<file path="config.mk">
export PLATFORM = sky130hd
export DESIGN_NAME = tqle_controller
export DESIGN_NICKNAME = d
export VERILOG_FILES = /design/src/hw/rtl/tabular_q_learning_engine_top_assert.svh /design/src/hw/rtl/tqle_pkg.sv /design/src/hw/rtl/tqle_controller.sv
export SDC_FILE = /design/constraint.sdc
export NUM_CORES = 1
export LEC_CHECK = 0
export BUFFER_PORTS_ARGS = -buffer_cell sky130_fd_sc_hd__buf_2
export CORE_ASPECT_RATIO = 1.75
export CORE_MARGIN = 1
export CORE_UTILIZATION = 46
export CTS_CLUSTER_DIAMETER = 200
export CTS_CLUSTER_SIZE = 20
export DETAILED_ROUTE_END_ITERATION = 10
export PLACE_DENSITY_LB_ADDON = 0.2
export SLEW_MARGIN = 10
export SYNTH_ARGS = -nofsm -noshare
export SYNTH_HDL_FRONTEND = slang
export SYNTH_SLANG_ARGS = --single-unit
</file>
<file path="constraint.sdc">
create_clock -name clk -period 1.6 [get_ports clk]
set_input_delay 0.24 -clock clk [delete_from_list [all_inputs] [get_ports clk]]
set_output_delay 0.24 -clock clk [all_outputs]
set_load 0.01 [all_outputs]
</file>
<file path="src/hw/rtl/tabular_q_learning_engine_top_assert.svh">
// Assertion macros for the tabular Q-learning engine.
`ifndef TABULAR_Q_LEARNING_ENGINE_TOP_ASSERT_SVH
`define TABULAR_Q_LEARNING_ENGINE_TOP_ASSERT_SVH
`ifndef ASSERT_OFF
`define TQLE_ASSERT(lbl, prop, msg) \
	lbl: assert property (@(posedge clk) disable iff (!arst_n) prop) else $error(msg);
`define TQLE_ASSERT_RST(lbl, prop, msg) \
	lbl: assert property (@(posedge clk) prop) else $error(msg);
`else
`define TQLE_ASSERT(lbl, prop, msg)
`define TQLE_ASSERT_RST(lbl, prop, msg)
`endif
`endif

</file>
<file path="src/hw/rtl/tqle_pkg.sv">
`default_nettype none
package tqle_pkg;
	localparam int STATE_W     = 8;
	localparam int ACT_W       = 3;
	localparam int VAL_W       = 16;
	localparam int NUM_ACTIONS = 8;
	localparam int ADDR_W      = STATE_W + ACT_W;
	localparam int DEPTH       = 1 << ADDR_W;
	localparam int FRAC_W      = 16;
	localparam int EPS_W       = 17;
	localparam int NACT_W      = 4;
	localparam int CFG_IDX_W   = 3;
	localparam int CFG_DATA_W  = 17;
	localparam int CNT_W       = 4;

	localparam logic [FRAC_W-1:0] LEARN_RATE_RST   = 16'd6554;
	localparam logic [FRAC_W-1:0] DISCOUNT_RST     = 16'd58982;
	localparam logic [EPS_W-1:0]  EXPLORE_RATE_RST = 17'd6554;
	localparam logic              UPDATE_MODE_RST  = 1'b1;
	localparam logic [NACT_W-1:0] NUM_ACTIONS_RST  = 4'd8;

	localparam logic [VAL_W-1:0] VAL_MAX = 16'h7fff;
	localparam logic [VAL_W-1:0] VAL_MIN = 16'h8000;

	localparam logic [CFG_IDX_W-1:0] CFG_LEARN_RATE   = 3'd0;
	localparam logic [CFG_IDX_W-1:0] CFG_DISCOUNT     = 3'd1;
	localparam logic [CFG_IDX_W-1:0] CFG_EXPLORE_RATE = 3'd2;
	localparam logic [CFG_IDX_W-1:0] CFG_UPDATE_MODE  = 3'd3;
	localparam logic [CFG_IDX_W-1:0] CFG_NUM_ACTIONS  = 3'd4;

	typedef enum logic [1:0] {
		CMD_SELECT = 2'd0,
		CMD_UPDATE = 2'd1,
		CMD_WRITE  = 2'd2,
		CMD_READ   = 2'd3
	} cmd_t;

	typedef enum logic [1:0] {
		ADDR_CLEAR  = 2'd0,
		ADDR_SCAN   = 2'd1,
		ADDR_TARGET = 2'd2,
		ADDR_ENTRY  = 2'd3
	} addr_sel_t;

	typedef enum logic [3:0] {
		ST_CLEAR,
		ST_IDLE,
		ST_DISPATCH,
		ST_SCAN,
		ST_SCAN_END,
		ST_RD_TARGET,
		ST_RD_TARGET_W,
		ST_RD_Q,
		ST_RD_Q_W,
		ST_TERM,
		ST_SCALE,
		ST_RD_ENTRY,
		ST_RD_ENTRY_W,
		ST_DONE
	} ctl_state_t;

	typedef struct packed {
		logic              capture;
		addr_sel_t         addr_sel;
		logic [ADDR_W-1:0] clr_addr;
		logic [ACT_W-1:0]  col;
		logic [ACT_W-1:0]  cmp_col;
		logic              clear_we;
		logic              scan_cmp;
		logic              scan_first;
		logic              load_target;
		logic              load_q;
		logic              calc_term;
		logic              calc_scale;
		logic              load_entry;
		logic              finish;
	} ctl_cmd_t;

	typedef struct packed {
		cmd_t              cmd;
		logic              explore;
		logic              q_mode;
		logic [NACT_W-1:0] n_act;
		logic              out_stall;
	} dp_status_t;
endpackage
`default_nettype wire

</file>
<file path="src/hw/rtl/tqle_controller.sv">
`default_nettype none
module tqle_controller (
	input  logic                 clk,
	input  logic                 arst_n,
	input  logic                 in_valid,
	output logic                 in_ready,
	input  tqle_pkg::dp_status_t status,
	output tqle_pkg::ctl_cmd_t   ctl
);
	tqle_pkg::ctl_state_t state_q, state_d;
	logic [tqle_pkg::CNT_W-1:0]  col_q, col_d;
	logic [tqle_pkg::ADDR_W-1:0] clr_q, clr_d;

	always_ff @(posedge clk or negedge arst_n) begin
		if (!arst_n) begin
			state_q <= tqle_pkg::ST_CLEAR;
			col_q   <= '0;
			clr_q   <= '0;
		end else begin
			state_q <= state_d;
			col_q   <= col_d;
			clr_q   <= clr_d;
		end
	end

	always_comb begin
		state_d      = state_q;
		col_d        = col_q;
		clr_d        = clr_q;
		in_ready     = 1'b0;
		ctl          = '0;
		ctl.addr_sel = tqle_pkg::ADDR_CLEAR;
		unique case (state_q)
			tqle_pkg::ST_CLEAR: begin
				ctl.clear_we = 1'b1;
				ctl.clr_addr = clr_q;
				clr_d        = clr_q + 1'b1;
				if (&clr_q) begin
					state_d = tqle_pkg::ST_IDLE;
				end
			end
			tqle_pkg::ST_IDLE: begin
				in_ready = 1'b1;
				if (in_valid) begin
					ctl.capture = 1'b1;
					state_d     = tqle_pkg::ST_DISPATCH;
				end
			end
			tqle_pkg::ST_DISPATCH: begin
				col_d = '0;
				unique case (status.cmd)
					tqle_pkg::CMD_SELECT: state_d = status.explore ? tqle_pkg::ST_RD_ENTRY
						: tqle_pkg::ST_SCAN;
					tqle_pkg::CMD_UPDATE: state_d = status.q_mode ? tqle_pkg::ST_SCAN
						: tqle_pkg::ST_RD_TARGET;
					tqle_pkg::CMD_WRITE:  state_d = tqle_pkg::ST_DONE;
					tqle_pkg::CMD_READ:   state_d = tqle_pkg::ST_RD_ENTRY;
					default:              state_d = tqle_pkg::ST_DONE;
				endcase
			end
			tqle_pkg::ST_SCAN: begin
				// Read column col_q while comparing the word of the column before.
				ctl.addr_sel   = tqle_pkg::ADDR_SCAN;
				ctl.col        = col_q[tqle_pkg::ACT_W-1:0];
				ctl.scan_cmp   = (col_q != '0);
				ctl.scan_first = (col_q == 4'd1);
				ctl.cmp_col    = 3'(col_q - 4'd1);
				col_d          = col_q + 4'd1;
				if (col_q == status.n_act - 4'd1) begin
					state_d = tqle_pkg::ST_SCAN_END;
				end
			end
			tqle_pkg::ST_SCAN_END: begin
				ctl.scan_cmp   = 1'b1;
				ctl.scan_first = (col_q == 4'd1);
				ctl.cmp_col    = 3'(col_q - 4'd1);
				state_d        = (status.cmd == tqle_pkg::CMD_UPDATE) ? tqle_pkg::ST_RD_Q
					: tqle_pkg::ST_DONE;
			end
			tqle_pkg::ST_RD_TARGET: begin
				ctl.addr_sel = tqle_pkg::ADDR_TARGET;
				state_d      = tqle_pkg::ST_RD_TARGET_W;
			end
			tqle_pkg::ST_RD_TARGET_W: begin
				ctl.load_target = 1'b1;
				state_d         = tqle_pkg::ST_RD_Q;
			end
			tqle_pkg::ST_RD_Q: begin
				ctl.addr_sel = tqle_pkg::ADDR_ENTRY;
				state_d      = tqle_pkg::ST_RD_Q_W;
			end
			tqle_pkg::ST_RD_Q_W: begin
				ctl.load_q = 1'b1;
				state_d    = tqle_pkg::ST_TERM;
			end
			tqle_pkg::ST_TERM: begin
				ctl.calc_term = 1'b1;
				state_d       = tqle_pkg::ST_SCALE;
			end
			tqle_pkg::ST_SCALE: begin
				ctl.calc_scale = 1'b1;
				state_d        = tqle_pkg::ST_DONE;
			end
			tqle_pkg::ST_RD_ENTRY: begin
				ctl.addr_sel = tqle_pkg::ADDR_ENTRY;
				state_d      = tqle_pkg::ST_RD_ENTRY_W;
			end
			tqle_pkg::ST_RD_ENTRY_W: begin
				ctl.load_entry = 1'b1;
				state_d        = tqle_pkg::ST_DONE;
			end
			tqle_pkg::ST_DONE: begin
				ctl.addr_sel = tqle_pkg::ADDR_ENTRY;
				if (!status.out_stall) begin
					ctl.finish = 1'b1;
					state_d    = tqle_pkg::ST_IDLE;
				end
			end
			default: state_d = tqle_pkg::ST_IDLE;
		endcase
	end
endmodule
`default_nettype wire

</file>
* After elaboration in Yosys (flattened, before gate mapping) *
Cells that the tools add are included.

word-level totals
  bits of input ports = 12
  bits in read-only memories = 0
  memories = 0
  word-level logic and storage cells = 64
  register bits = 19
  RAM bits = 0
  latch bits = 0
  output and inout port bits = 30

cells by class
  multiplexer cells = 26
  equal/unequal tests = 22
  divide/modulo/power cells = 0
  reduce and logical (&&, ||, !) cells = 9
  $add $sub $neg = 4
  order comparisons = 0
  multiply operators = 0
  shift-type cells = 0
  bitwise logic cells = 0

operators by type and width
  cell                                                  number
  one-hot mux 4 bit (13 select lines)                   1
  equality test 4 bit (second input constant)           6
  two-way mux 4 bit                                     6
  equality test 4 x 3 -> 1 bit (second input constant)  4
  one-hot mux 4 bit (4 select lines)                    1
  adder 11 x 1 -> 11 bit (second input constant)        1
  two-way mux 1 bit                                     11
  two-way mux 11 bit                                    1
  AND reduction 11 bit                                  1
  two-way mux 3 bit                                     3
  equality test 4 x 1 -> 1 bit (second input constant)  2
  equality test 4 x 2 -> 1 bit (second input constant)  2
  inequality test 2 bit (second input constant)         4
  one-hot mux 4 bit (2 select lines)                    1
  one-hot mux 2 bit (3 select lines)                    1
  adder 4 x 1 -> 4 bit (second input constant)          1
  equality test 2 bit (second input constant)           2
  equality test 4 bit                                   1
  logical NOT 4 bit                                     1
  one-hot mux 2 bit (2 select lines)                    1
  AND reduction 4 bit                                   1
  nonzero test 4 bit                                    1
  OR reduction 2 bit                                    2
  subtractor 4 x 1 -> 4 bit (second input constant)     1
  5 further kinds                                       5

* Logic depth before layout (Yosys ltp) *
  depth in word-level cells = 4
  gate-level depth with buffers = 7
  gate-level depth less buffers = 6

* Worst setup path before layout *
No wires, ideal clock.

  kind = register -> output
  from = register state_q[2]
  to = output port ctl[15] (netlist bit)
  cell stages (with the launch flop) = 7
  data required time = 1.360 ns
  arrival = 1.547 ns
  path slack = -0.187 ns
  cells stage by stage = dfrtp_1 buf_6 or4_4 buf_6 inv_2 buf_2 and2_1

RTL lines
  item                      line                   source
  start: declaration        tqle_controller.sv:10  tqle_pkg::ctl_state_t state_q, state_d;
  start signal: assignment  tqle_controller.sv:16  state_q <= tqle_pkg::ST_CLEAR;
  start signal: assignment  tqle_controller.sv:20  state_q <= state_d;
  end: declaration          tqle_controller.sv:8   output tqle_pkg::ctl_cmd_t ctl

==> metrics.txt <==
status finished, violations left; failing checks DRC, setup timing; Finished Cell Area 2337 um^2; die area 3297 um^2; leading post-synthesis cells by cell area dfrtp_1 (34%), xnor2_1 (7.5%), nor2_1 (4.8%); critical path capture point type output pin; Design Power 3.938 mW; Post-Syn Area 1409 um^2; max cap viols 0; share of power burned in registers 0.202; switch share 0.4206; core region area 2928 um^2; IO Count 42; Port Buffers 41; GRT overflow 0; Highest Clock Rate 531.2 MHz; CTS tree done; YS warnings 0; CP Max Fanout 4; Residual DRC 2; Cells after Synth 169; Main synth FF type dfrtp_1; initial antenna violation count 0; final setup vio count 45; sequential fraction of the synthesis area 0.3375; clock slew at reported path FFs 0.07 ns; worst r2r src state_q[2]; Setup Crit Path Kind reg -> out; Num CTS Buffers 3; met2 global-route usage 0.4842; Synth area leader dfrtp_1; Critical Path, Cell by Cell or4_4 -> buf_6 -> nor2_2 -> buf_2; Starting Density 0.4812; clock latency on the worst-skew pair 0.25 ns; sw power 1.656 mW; DP HPWL 2692 um; met3 Use GR 0.01918; hold path startpoint in_valid; number of diodes 0; final net count 261; FP Rows 26; worst r2r path cells 6; Worst path slowest cell or4_4; Pre-antenna DRT Iters 7; Reg area 476.7 um^2; fin crit share 1.176; Mean Syn Cell Area 8.336 um^2; Hold Crit Class in -> reg; clock skew 0.001199 ns; post-synth cell types 40; area post-placement 1748 um^2; Async SR Flop Fraction 1.000; via count 1528; die width 43.84 um; Synth top area share 0.3375; CTS Root Cell clkbuf_8; Avg Vias per Cell 5.638; GR peak layer met2; clk sink count 19; Layout area overhead 65.90%; slowest stage delay, CP 0.61 ns; list of most frequent post-synthesis cells dfrtp_1 (19), nor2_1 (18), nand2_1 (15); WP data arrival 1.64 ns; Post-synth EDFFs 0; routability cong. 0.7944; remaining antenna violation count 0; maximum VDD drop 1.265 mV; Multi-input gate area 1037 um^2; number of global-route vias before repair 1395; Avg WL per Cell 16.86 um; hold path cells 4; first-pass GRT wire length 5844 um; worst-case clock buffer depth 2; layout cells sized above 1 0.5514; synthesis-stage register bit count 19; crit path time final 1.882 ns; crit path from state_q[2]; slew margin rel. 0.7115; Int Pwr 2.281 mW; final hold viol count 0; WP data required 1.36 ns; PD cells 1685 nW/um^2; Comb pwr share 0.714; most common cell in the netlist dfrtp_1; CTS H-tree depth 1; Pleak 1.128 nW; WL final 4569 um; total track usage 0.2383; type of origin of the critical path register; die span in y 75.21 um; setup ws final -0.2824 ns; Clock Power Share 0.084; FILL cells 185; met1 Track Usage GR 0.2323; largest net degree at the start of global routing 20; unrepaired setup endpoints after global routing yes; DR iter-0 viols 28; final slew viol count 0; synthesized net count 186; Slew @ Worst Pin 0.4282 ns
-- sequential cells by signal (all words and copies together), names as in the netlist --
name     flops
col_q        4
state_q      4
clr_q       11
-- stage by stage --
| stage | util | worst slack (ns) | TNS, ns | std cells | hold slack, ns |
|---|---|---|---|---|---|
| floorplan | - | -0.08706 | -0.8385 | 169 | -0.05559 |
| global placement | 0.5970 | -0.01295 | -0.01295 | 242 | 0.1985 |
| detailed placement | 0.5970 | -0.07754 | -0.4559 | 242 | 0.1990 |
| CTS | 0.6970 | -0.2411 | -5.424 | 254 | 0.3295 |
| global route | 0.7983 | -0.3172 | -8.690 | 271 | 0.3901 |
| finish | 0.7983 | -0.2824 | -7.045 | 271 | 0.3811 |
-- worst max-delay path: cells and delay by family, from the launching register on --
family	cells	cell delay [ns]
flip-flops	1	0.41
AND/OR/NAND/NOR	2	0.68
buffers and inverters	2	0.29
-- cells by family after synthesis --
logic type               count (synthesis)  synth area share
AO/OA/AOI/OAI                           24            0.1110
adder cells (fa/ha/maj)                  5           0.04440
AND/OR/NAND/NOR                         79            0.2993
multiplexers                             2           0.01510
buffers and inverters                   22           0.07104
flip-flops                              19            0.3375
XOR/XNOR                                18            0.1217
-- layer usage --
| metal | wire (um) | up-vias |
|---|---|---|
| met1 | 1583 | 755 |
| li1 | - | 715 |
| met3 | 137 | 12 |
| met5 | 0 | - |
| met4 | 150 | 0 |
| met2 | 2698 | 46 |
-- final timing paths --
kind / end / slack [ns]
setup / recovery: ctl[25] / -0.28
hold / removal: state_q[0] / 0.38
setup reg to reg: clr_q[9] / -0.24
hold reg to reg: clr_q[10] / 0.47
max in group asynchronous: col_q[0] / 0.81
min in group asynchronous: clr_q[3] / 0.46
-- placed cells by master (no fill, tap or decap), drive strengths merged, types with 7 or more instances in the layout --
| cell | n |
|---|---|
| nor3 | 10 |
| nand3 | 7 |
| nand2 | 15 |
| xnor2 | 12 |
| dfrtp | 19 |
| nor2 | 18 |
| inv | 10 |
| and2 | 11 |
| o21ai | 8 |
| buf | 79 |
-- what timing repair did --
item | in CTS | in global routing
buffers inserted | 6 | 18
cloned | 1 | 1
setup endpoints to repair | 33 | 44
pin swaps | 8 | 21
endpoints found under the hold margin | 19 | 0
hold buffers | 1 | 0
resized for setup | 38 | 41
-- power groups by stage --
stage,clock network [mW],registers (mW),logic (mW)
2_1_floorplan,0,0.735,1.21
3_3_place_gp,0,0.767,1.64
3_5_place_dp,0,0.779,1.68
4_1_cts,0.329,0.775,2.06
5_1_grt,0.348,0.818,2.96
6_report,0.330,0.796,2.81
-- final cells by class --
class | count | area share
well taps | 28 | 0.01499
inverters | 10 | 0.01981
flip-flops and latches | 19 | 0.2040
multi-input cells | 128 | 0.4438
repair buffers | 81 | 0.2955
repair inverters | 1 | 0.002677
clock buffers | 4 | 0.01927
(Power assumes the default switching activity.)
